`config.mk`:
```
export PLATFORM = sky130hd
export DESIGN_NAME = bucketed_sliding_event_count_flat
export DESIGN_NICKNAME = d
export VERILOG_FILES = /design/src/design/bsec_pkg.sv /design/src/design/bsec_req_if.sv /design/src/design/bsec_res_if.sv /design/src/design/bsec_ram.sv /design/src/design/bsec_ring_ctrl.sv /design/src/design/bucketed_sliding_event_count.sv /design/src/flat_wrapper.sv
export SDC_FILE = /design/constraint.sdc
export NUM_CORES = 2
export LEC_CHECK = 0
export CAP_MARGIN = 20
export CORE_AREA = 2 2 431 433
export DETAILED_ROUTE_END_ITERATION = 8
export DIE_AREA = 0 0 433 435
export DONT_BUFFER_PORTS = 1
export PLACE_DENSITY_LB_ADDON = 0.25
export REMOVE_ABC_BUFFERS = 1
export SYNTH_ARGS = -nofsm -noshare
export SYNTH_HDL_FRONTEND = slang
export SYNTH_SLANG_ARGS = --single-unit
```
`constraint.sdc`:
```
create_clock -name clk -period 15.8 [get_ports clk]
set_clock_uncertainty 0.2 [all_clocks]
set_input_delay 1.58 -clock clk [delete_from_list [all_inputs] [get_ports clk]]
set_output_delay 1.58 -clock clk [all_outputs]
set_load 0.03 [all_outputs]
```
`src/design/bsec_pkg.sv`:
```
`timescale 1ns / 1ps
// ----------------------------------------------------------------------------
// bsec_pkg
// shared types and constants of the bucketed sliding event counter
// ----------------------------------------------------------------------------
package bsec_pkg;

    localparam int WINDOW_DEPTH_DEF = 64;
    localparam int MIN_WINDOW       = 10;
    localparam int EMIT_PAGES       = 60;

    localparam int WIN_W   = 7;
    localparam int PAGES_W = 16;
    localparam int SECS_W  = 32;
    localparam int SUM_W   = 32;
    localparam int SINCE_W = 17;

    localparam logic [WIN_W-1:0] WINDOW_RESET = WIN_W'(MIN_WINDOW);

    typedef enum logic
    {
        REQ_TRADE = 1'b0,
        REQ_TICK  = 1'b1
    } req_type_t;

    typedef struct packed
    {
        logic             start;
        logic [SUM_W-1:0] open_count;
    } tick_cmd_t;

    typedef struct packed
    {
        logic             busy;
        logic             done;
        logic [SUM_W-1:0] sum;
    } ring_stat_t;

endpackage

```
`src/design/bsec_req_if.sv`:
```
`timescale 1ns / 1ps
// ----------------------------------------------------------------------------
// bsec_req_if
// input channel: trade and tick items with valid/ready handshake
// ----------------------------------------------------------------------------
interface bsec_req_if;
    import bsec_pkg::*;

    logic               valid;
    logic               ready;
    logic               req_type;
    logic [PAGES_W-1:0] pages_to_add;
    logic [SECS_W-1:0]  time_seconds;

    modport source (output valid, output req_type, output pages_to_add,
                    output time_seconds, input ready);
    modport sink   (input valid, input req_type, input pages_to_add,
                    input time_seconds, output ready);
endinterface

```
`src/design/bsec_res_if.sv`:
```
`timescale 1ns / 1ps
// ----------------------------------------------------------------------------
// bsec_res_if
// result channel: window sum items with valid/ready handshake
// ----------------------------------------------------------------------------
interface bsec_res_if;
    import bsec_pkg::*;

    logic             valid;
    logic             ready;
    logic [SUM_W-1:0] window_sum;

    modport source (output valid, output window_sum, input ready);
    modport sink   (input valid, input window_sum, output ready);
endinterface

```
`src/design/bsec_ram.sv`:
```
`timescale 1ns / 1ps
// ----------------------------------------------------------------------------
// bsec_ram
// simple dual-port ram, one write and one registered read port
// ----------------------------------------------------------------------------
module bsec_ram #(
    parameter int WIDTH = 32,
    parameter int DEPTH = 64,
    localparam int AW   = $clog2(DEPTH)
) (
    input  logic             clk,
    input  logic             we,
    input  logic [AW-1:0]    waddr,
    input  logic [WIDTH-1:0] wdata,
    input  logic             re,
    input  logic [AW-1:0]    raddr,
    output logic [WIDTH-1:0] rdata
);

    logic [WIDTH-1:0] mem [DEPTH];
    logic [WIDTH-1:0] rdata_reg;

    always_ff @(posedge clk)
    begin
        if (we)
        begin
            mem[waddr] <= wdata;
        end
        if (re)
        begin
            rdata_reg <= mem[raddr];
        end
    end

    assign rdata = rdata_reg;

endmodule

```
`src/design/bsec_ring_ctrl.sv`:
```
`timescale 1ns / 1ps
// ----------------------------------------------------------------------------
// bsec_ring_ctrl
// bucket ring sequencer: inserts empty buckets, evicts old ones, closes the
// open bucket and keeps the running sum
// ----------------------------------------------------------------------------
module bsec_ring_ctrl #(
    parameter int WINDOW_DEPTH = bsec_pkg::WINDOW_DEPTH_DEF,
    localparam int AW = $clog2(WINDOW_DEPTH),
    localparam int CW = $clog2(WINDOW_DEPTH + 1)
) (
    input  logic                 clk,
    input  logic                 rst_n,
    input  bsec_pkg::tick_cmd_t  cmd,
    input  logic [CW-1:0]        zeros,
    input  logic [CW-1:0]        win,
    output bsec_pkg::ring_stat_t stat,
    output logic [CW-1:0]        fill
);
    import bsec_pkg::*;

    typedef enum logic [2:0]
    {
        S_IDLE,
        S_ZERO,
        S_ZDROP,
        S_TRIM,
        S_TDROP
    } state_t;

    state_t           state_reg, state_next;
    logic [AW-1:0]    head_reg, head_next;
    logic [CW-1:0]    fill_reg, fill_next;
    logic [SUM_W-1:0] sum_reg, sum_next;
    logic [SUM_W-1:0] open_reg, open_next;
    logic [CW-1:0]    zcnt_reg, zcnt_next;
    logic [CW-1:0]    win_reg, win_next;
    logic             done_reg, done_next;

    logic             ram_we;
    logic [AW-1:0]    ram_waddr;
    logic [SUM_W-1:0] ram_wdata;
    logic             ram_re;
    logic [SUM_W-1:0] ram_rdata;

    logic [CW:0]      tail_sum;
    logic [AW-1:0]    tail;
    logic [AW-1:0]    head_inc;
    logic             full_for_zero;

    bsec_ram #(
        .WIDTH (SUM_W),
        .DEPTH (WINDOW_DEPTH)
    ) u_ring (
        .clk   (clk),
        .we    (ram_we),
        .waddr (ram_waddr),
        .wdata (ram_wdata),
        .re    (ram_re),
        .raddr (head_reg),
        .rdata (ram_rdata)
    );

    // tail slot and head advance, both modulo the ring depth
    always_comb
    begin
        tail_sum = (CW+1)'(head_reg) + (CW+1)'(fill_reg);
        if (tail_sum >= (CW+1)'(WINDOW_DEPTH))
        begin
            tail = AW'(tail_sum - (CW+1)'(WINDOW_DEPTH));
        end
        else
        begin
            tail = AW'(tail_sum);
        end
        head_inc      = (head_reg == AW'(WINDOW_DEPTH - 1)) ? '0 : head_reg + 1'b1;
        full_for_zero = ((CW+1)'(fill_reg) + 1'b1) >= (CW+1)'(win_reg);
    end

    always_comb
    begin
        state_next = state_reg;
        head_next  = head_reg;
        fill_next  = fill_reg;
        sum_next   = sum_reg;
        open_next  = open_reg;
        zcnt_next  = zcnt_reg;
        win_next   = win_reg;
        done_next  = 1'b0;
        ram_we     = 1'b0;
        ram_waddr  = tail;
        ram_wdata  = '0;
        ram_re     = 1'b0;

        unique case (state_reg)
            S_IDLE:
            begin
                if (cmd.start)
                begin
                    zcnt_next  = zeros;
                    win_next   = win;
                    open_next  = cmd.open_count;
                    state_next = S_ZERO;
                end
            end
            S_ZERO:
            begin
                if (zcnt_reg == '0)
                begin
                    state_next = S_TRIM;
                end
                else if (full_for_zero)
                begin
                    ram_re     = 1'b1;
                    state_next = S_ZDROP;
                end
                else
                begin
                    ram_we    = 1'b1;
                    fill_next = fill_reg + 1'b1;
                    zcnt_next = zcnt_reg - 1'b1;
                end
            end
            S_ZDROP:
            begin
                // evict oldest and append an empty bucket, fill unchanged
                sum_next   = sum_reg - ram_rdata;
                head_next  = head_inc;
                ram_we     = 1'b1;
                zcnt_next  = zcnt_reg - 1'b1;
                state_next = S_ZERO;
            end
            S_TRIM:
            begin
                if (fill_reg >= win_reg)
                begin
                    ram_re     = 1'b1;
                    state_next = S_TDROP;
                end
                else
                begin
                    ram_we     = 1'b1;
                    ram_wdata  = open_reg;
                    fill_next  = fill_reg + 1'b1;
                    sum_next   = sum_reg + open_reg;
                    done_next  = 1'b1;
                    state_next = S_IDLE;
                end
            end
            S_TDROP:
            begin
                sum_next   = sum_reg - ram_rdata;
                head_next  = head_inc;
                fill_next  = fill_reg - 1'b1;
                state_next = S_TRIM;
            end
            default:
            begin
                state_next = S_IDLE;
            end
        endcase
    end

    always_ff @(posedge clk or negedge rst_n)
    begin
        if (!rst_n)
        begin
            state_reg <= S_IDLE;
            head_reg  <= '0;
            fill_reg  <= '0;
            sum_reg   <= '0;
            done_reg  <= 1'b0;
        end
        else
        begin
            state_reg <= state_next;
            head_reg  <= head_next;
            fill_reg  <= fill_next;
            sum_reg   <= sum_next;
            done_reg  <= done_next;
        end
    end

    always_ff @(posedge clk)
    begin
        open_reg <= open_next;
        zcnt_reg <= zcnt_next;
        win_reg  <= win_next;
    end

    assign stat.busy = (state_reg != S_IDLE);
    assign stat.done = done_reg;
    assign stat.sum  = sum_reg;
    assign fill      = fill_reg;

endmodule

```
`src/design/bucketed_sliding_event_count.sv`:
```
`timescale 1ns / 1ps
// ----------------------------------------------------------------------------
// bucketed_sliding_event_count
// event counter over time buckets with a running sum over the recent window
// ----------------------------------------------------------------------------
// req carries items: a trade adds one to the open bucket (saturating), a tick
// closes buckets. Ticks are ignored until the first one on a whole minute.
// res carries the window sum, sent once sixty or more pages have gone by.
// cfg_we / cfg_wdata write window_pages (clamped to 10..WINDOW_DEPTH); the user
// must write it only while the block is idle; the block does not enforce this.
// Trades stream at one item per cycle while no tick or waiting result holds
// req.ready low. A tick holds req.ready low while the ring sequencer walks
// the bucket memory, inserting z empty buckets (at most the window), evicting
// e buckets to make room for them and t more to trim to the window, and longer
// while a due result waits to enter the output register.
// A finished sequence marks the result pending; it is then registered onto res.
// If res stalls, the result waits in the output register and trades still
// flow; a second result waiting blocks req until the first is taken.
// Reset clears all counters and sets the window to 10; the bucket memory is
// not cleared, only entries written since are ever read.
// ----------------------------------------------------------------------------
module bucketed_sliding_event_count #(
    parameter int WINDOW_DEPTH = bsec_pkg::WINDOW_DEPTH_DEF
) (
    input  logic                        clk,
    input  logic                        rst_n,
    input  logic                        cfg_we,
    input  logic [bsec_pkg::WIN_W-1:0]  cfg_wdata,
    bsec_req_if.sink                    req,
    bsec_res_if.source                  res
);
    import bsec_pkg::*;

    localparam int CW = $clog2(WINDOW_DEPTH + 1);

    logic [WIN_W-1:0]   win_cfg_reg;
    logic               aligned_reg, aligned_next;
    logic [SUM_W-1:0]   open_reg, open_next;
    logic [SINCE_W-1:0] since_reg, since_next;
    logic               emit_flag_reg, emit_flag_next;
    logic               emit_pending_reg, emit_pending_next;
    logic               out_valid_reg, out_valid_next;
    logic [SUM_W-1:0]   out_sum_reg, out_sum_next;

    tick_cmd_t          cmd;
    ring_stat_t         stat;
    logic [CW-1:0]      ring_fill;
    logic [CW-1:0]      w_eff;
    logic [CW-1:0]      zeros;
    logic [PAGES_W-1:0] pages_m1;
    logic [SINCE_W-1:0] since_sum;
    logic [6:0]         nib_sum;
    logic [4:0]         nib_fold;
    logic               on_minute;
    logic               accept;

    // effective window
    always_comb
    begin
        if (win_cfg_reg < WIN_W'(MIN_WINDOW))
        begin
            w_eff = CW'(MIN_WINDOW);
        end
        else if (32'(win_cfg_reg) > WINDOW_DEPTH)
        begin
            w_eff = CW'(WINDOW_DEPTH);
        end
        else
        begin
            w_eff = CW'(win_cfg_reg);
        end
    end

    // empty buckets for the tick, clamped to the window
    always_comb
    begin
        pages_m1 = req.pages_to_add - 1'b1;
        if (req.pages_to_add == '0)
        begin
            zeros = '0;
        end
        else if (32'(pages_m1) > 32'(w_eff))
        begin
            zeros = w_eff;
        end
        else
        begin
            zeros = CW'(pages_m1);
        end
    end

    // minute check: divisible by 4 and by 15 (nibble sum modulo 15)
    always_comb
    begin
        nib_sum = '0;
        for (int i = 0; i < SECS_W / 4; i++)
        begin
            nib_sum = nib_sum + 7'(req.time_seconds[4*i +: 4]);
        end
        nib_fold  = 5'(nib_sum[6:4]) + 5'(nib_sum[3:0]);
        on_minute = (req.time_seconds[1:0] == 2'b00) &&
                    ((nib_fold == 5'd0) || (nib_fold == 5'd15));
    end

    assign since_sum = since_reg + SINCE_W'(req.pages_to_add);
    assign req.ready = !stat.busy && !stat.done && !emit_pending_reg;
    assign accept    = req.valid && req.ready;

    always_comb
    begin
        aligned_next      = aligned_reg;
        open_next         = open_reg;
        since_next        = since_reg;
        emit_flag_next    = emit_flag_reg;
        emit_pending_next = emit_pending_reg;
        out_valid_next    = out_valid_reg;
        out_sum_next      = out_sum_reg;
        cmd.start         = 1'b0;
        cmd.open_count    = open_reg;

        if (accept)
        begin
            if (req.req_type == REQ_TRADE)
            begin
                if (open_reg != '1)
                begin
                    open_next = open_reg + 1'b1;
                end
            end
            else if (aligned_reg || on_minute)
            begin
                aligned_next = 1'b1;
                cmd.start    = 1'b1;
                open_next    = '0;
                if (32'(since_sum) >= EMIT_PAGES)
                begin
                    since_next     = '0;
                    emit_flag_next = 1'b1;
                end
                else
                begin
                    since_next     = since_sum;
                    emit_flag_next = 1'b0;
                end
            end
        end

        if (stat.done && emit_flag_reg)
        begin
            emit_pending_next = 1'b1;
        end

        if (out_valid_reg && res.ready)
        begin
            out_valid_next = 1'b0;
        end
        if (emit_pending_reg && (!out_valid_reg || res.ready))
        begin
            out_valid_next    = 1'b1;
            out_sum_next      = stat.sum;
            emit_pending_next = 1'b0;
        end
    end

    always_ff @(posedge clk or negedge rst_n)
    begin
        if (!rst_n)
        begin
            win_cfg_reg      <= WINDOW_RESET;
            aligned_reg      <= 1'b0;
            open_reg         <= '0;
            since_reg        <= '0;
            emit_flag_reg    <= 1'b0;
            emit_pending_reg <= 1'b0;
            out_valid_reg    <= 1'b0;
        end
        else
        begin
            if (cfg_we)
            begin
                win_cfg_reg <= cfg_wdata;
            end
            aligned_reg      <= aligned_next;
            open_reg         <= open_next;
            since_reg        <= since_next;
            emit_flag_reg    <= emit_flag_next;
            emit_pending_reg <= emit_pending_next;
            out_valid_reg    <= out_valid_next;
        end
    end

    always_ff @(posedge clk)
    begin
        out_sum_reg <= out_sum_next;
    end

    assign res.valid      = out_valid_reg;
    assign res.window_sum = out_sum_reg;

    bsec_ring_ctrl #(
        .WINDOW_DEPTH (WINDOW_DEPTH)
    ) u_ring_ctrl (
        .clk   (clk),
        .rst_n (rst_n),
        .cmd   (cmd),
        .zeros (zeros),
        .win   (w_eff),
        .stat  (stat),
        .fill  (ring_fill)
    );

    a_fill_bound: assert property (@(posedge clk) disable iff (!rst_n)
        ring_fill <= CW'(WINDOW_DEPTH))
        else $error("ring fill beyond depth");

    a_busy_cause: assert property (@(posedge clk) disable iff (!rst_n)
        $rose(stat.busy) |-> $past(req.valid && req.ready && req.req_type == REQ_TICK))
        else $error("sequencer started without a tick");

    a_out_cause: assert property (@(posedge clk) disable iff (!rst_n)
        $rose(res.valid) |-> $past(emit_pending_reg))
        else $error("result without pending emission");

endmodule

```
`src/flat_wrapper.sv`:
```
// flat-port wrapper written by rule: the top's interface ports become plain ports
module bucketed_sliding_event_count_flat import bsec_pkg::*;
#(
    parameter int WINDOW_DEPTH = bsec_pkg::WINDOW_DEPTH_DEF
)
  (clk, rst_n, cfg_we, cfg_wdata, req_valid, req_req_type, req_pages_to_add, req_time_seconds, req_ready, res_valid, res_window_sum, res_ready);
  bsec_req_if req_i ();
  bsec_res_if res_i ();
  input  logic clk;
  input  logic rst_n;
  input  logic cfg_we;
  input  logic [bsec_pkg::WIN_W-1:0] cfg_wdata;
  input wire logic [$bits(req_i.valid)-1:0] req_valid;
  input wire logic [$bits(req_i.req_type)-1:0] req_req_type;
  input wire logic [$bits(req_i.pages_to_add)-1:0] req_pages_to_add;
  input wire logic [$bits(req_i.time_seconds)-1:0] req_time_seconds;
  output wire logic [$bits(req_i.ready)-1:0] req_ready;
  output wire logic [$bits(res_i.valid)-1:0] res_valid;
  output wire logic [$bits(res_i.window_sum)-1:0] res_window_sum;
  input wire logic [$bits(res_i.ready)-1:0] res_ready;
  assign req_i.valid = req_valid;
  assign req_i.req_type = req_req_type;
  assign req_i.pages_to_add = req_pages_to_add;
  assign req_i.time_seconds = req_time_seconds;
  assign req_ready = req_i.ready;
  assign res_valid = res_i.valid;
  assign res_window_sum = res_i.window_sum;
  assign res_i.ready = res_ready;
  bucketed_sliding_event_count #(.WINDOW_DEPTH(WINDOW_DEPTH)) u_core (.clk(clk), .rst_n(rst_n), .cfg_we(cfg_we), .cfg_wdata(cfg_wdata), .req(req_i), .res(res_i));
endmodule
```
==> results.json <==
{
  "criticalPathCategory": "in2reg",
  "h-tree-depth": 4,
  "r2r_end": "u_core.u_ring_ctrl.u_ring.rdata[16]$_DFFE_PP_",
  "synth_cell_type_count": 76,
  "p_leak_nw": 32.0,
  "grt_first_pass_wirelength_um": 302000,
  "drtIter0Drc": 4881,
  "cts_tree": "built",
  "place_area_um2": 95100,
  "ys_seq_area_share_pct": 74.0,
  "finish.utilization_pct": 55.7,
  "fin_cells": 7127,
  "cts_buffers": 217,
  "syn_area_um2": 91300,
  "status": "finished, final reports clean",
  "ios": 95,
  "nNetsFinal": 4648,
  "seqCellArea_um2": 67500,
  "syn_avg_cell_area_um2": 21.3,
  "synth_common_cells": "2158 x edfxtp_1, 672 x mux4_2, 141 x clkbuf_1, 128 x nor2_1, 116 x a21oi_1",
  "cts-root-buf": "clkbuf_16",
  "slew_violations": 0,
  "drive_above_1_share_pct": 27.3,
  "worst-path-max-fanout": 18,
  "critPathCaptureType": "flip-flop",
  "start_util_pct": 49.6,
  "coreArea_um2": 184000,
  "drtAntennaViolNets": 0,
  "fin_setup_tns_ps": 0,
  "power_per_cell_area_nw_per_um2": 171,
  "hold_viol_final": 0,
  "hp-class": "in2async",
  "clk_pin_slew_ps": 60,
  "yosysTopAreaCellShare_pct": 71.0,
  "ys_warn_count": 0,
  "postCtsSetupBuffers": 0,
  "drc": 0,
  "fp-row-count": 158,
  "synth.area.top_cells": "edfxtp_1 71%, mux4_2 17%, dfrtp_1 2.9%",
  "cpMostUsedCell": "fa_1",
  "syn_to_final_growth_pct": 12.3,
  "r2r_cells": 7,
  "grt-ovfl-total": 0,
  "postRouteWirelength_um": 206000,
  "ir_worst_vdd_uv": 246,
  "grt_pass1_vias": 43800,
  "drtPass1Iterations": 5,
  "yosysMostFrequentCell": "edfxtp_1",
  "wl_per_cell_um": 29.0,
  "slowest_stage": "fa_1",
  "async_flop_share_pct": 4.81,
  "largest_register": "u_core.u_ring_ctrl.u_ring.mem",
  "grt_max_degree": 139,
  "io_buffers": 0,
  "synth_edf_count": 2158,
  "rr_startpoint": "u_core.u_ring_ctrl.head_reg[0]$_DFFE_PN0P_",
  "setup_violations": 0,
  "rsz0062_at_grt": "no",
  "fill_cells": 13500,
  "grtUsageTotal_pct": 22.1,
  "r2r_slack_ps": 9590,
  "viasPerCell": 6.11,
  "vias": 43500,
  "final_area_um2": 103000,
  "arrival_ps": 8580,
  "clock_latency_ps": 860,
  "worstPathRequired_ps": 16380,
  "floorplan.die.width_um": 433,
  "max_slew_margin_pct": 27.0,
  "max_stage_delay_ps": 520,
  "largest_reg_flops": 2048,
  "ctsResizeCount": 0,
  "max_slew.worst_pin.slew_ps": 1090,
  "synth_seq_cells": 2267,
  "multi_input_area_um2": 23200,
  "crit_path_start_kind": "input pin",
  "min_period_over_period_pct": 50.7,
  "yosysTopAreaCell": "edfxtp_1",
  "period_minus_slack_ps": 8000,
  "hold_buffers": 0,
  "clock-sinks": 2267,
  "dp_cells": 6692,
  "fmax_mhz": 125,
  "dieArea_um2": 188000,
  "maxCapViolations": 0,
  "syn_inst": 4292,
  "ys.flop_type": "edfxtp_1",
  "place.detailed.hpwl_um": 115000,
  "chipHeight_um": 435,
  "clockBufferDepth": 3,
  "routabilityCongestion": 0.821,
  "antenna_found_initial": 11
}
## through the flow
step	total power [W]	hold WS [ps]	setup WS (ps)
5_1_grt	0.0183	172	7370
6_report	0.0176	218	7800
3_3_place_gp	0.0126	254	7050
3_5_place_dp	0.0127	259	6920
2_1_floorplan	0.0127	235	-9270
4_1_cts	0.0177	149	7800
## worst max path at each step
stage	slack (ps)	start	cells after the start	end
2_1_floorplan	-9270	u_core.u_ring_ctrl.head_reg[0]$_DFFE_PN0P_	7	u_core.u_ring_ctrl.u_ring.mem[39][0]$_DFFE_PP_
3_3_place_gp	7050	req_time_seconds[0]	22	u_core.u_ring_ctrl.open_reg[11]$_DFFE_PP_
3_5_place_dp	6920	req_time_seconds[0]	25	u_core.since_reg[5]$_DFFE_PN0P_
4_1_cts	7800	req_time_seconds[0]	25	u_core.since_reg[5]$_DFFE_PN0P_
5_1_grt	7370	req_time_seconds[0]	25	u_core.since_reg[0]$_DFFE_PN0P_
6_report	7800	req_time_seconds[0]	25	u_core.since_reg[5]$_DFFE_PN0P_
## layout by cell type, fill, tap and decap left out, types with 13 or more instances in the layout
cell / n
ha_1: 103
fa_1: 24
nand2b_1: 20
nor4_1: 13
nor3_1: 22
xnor2_1: 59
clkbuf_16: 219
clkbuf_1: 45
nand4_1: 13
mux4_2: 672
clkinv_1: 56
edfxtp_1: 2158
buf_4: 121
nor2_1: 126
and3_1: 15
mux2i_1: 17
a21o_1: 30
xor2_1: 71
clkinv_2: 44
nand3_1: 34
o22ai_1: 14
bufinv_16: 14
a21oi_1: 116
o21ai_0: 41
nor4_2: 66
and2_1: 15
inv_1: 73
dfrtp_1: 101
or3_1: 15
and2_2: 30
buf_12: 33
nand2_1: 93
## cell type report
cell class / count / share of cell area, %
diodes: 2 / 0.00488
clock buffers: 267 / 5.55
clock inverters: 137 / 1.10
inverters: 74 / 0.271
multi-input cells: 1746 / 22.6
flip-flops and latches: 2267 / 65.9
well taps: 2480 / 3.03
repair buffers: 154 / 1.53
## logic make-up (layout without fill, tap and decap cells)
| kind of cell | Yosys count | in the layout | share of synthesized area [%] |
|---|---|---|---|
| XOR/XNOR | 132 | 132 | 1.27 |
| multiplexers | 699 | 699 | 16.9 |
| AO/OA/AOI/OAI | 280 | 280 | 1.90 |
| AND/OR/NAND/NOR | 508 | 508 | 2.90 |
| buffers and inverters | 279 | 632 | 1.16 |
| flip-flops | 2267 | 2267 | 74.0 |
| adder cells (fa/ha/maj) | 127 | 127 | 1.94 |
| other | 0 | 2 | 0 |
## layer usage
metal	routed length, um	share of wire, %	up-vias	track usage [%]
li1	-	-	18200	-
met1	87800	43	23400	32.4
met2	100000	48	1614	35.0
met3	14900	7.2	278	3.98
met4	3630	1.8	4	4.81
met5	27	0.013	-	0
## where the power goes
part	internal, W	switching (W)	total (W)	leakage, nW
combinational	0.00225	0.00293	0.00519	8.27
sequential	0.00710	0.000287	0.00738	20.4
clock	0.00278	0.00220	0.00499	3.34
total	0.0121	0.00542	0.0176	32.0
## worst max-delay path, delay by kind of cell
kind            cells  cell delay, ps
compound gates      5             980
xor+xnor            3             480
fa+ha+maj           9            3600
buf+inv             3             380
mux                 1             140
simple gates        4            1410
Note: power is estimated with default switching activity, not from simulation.
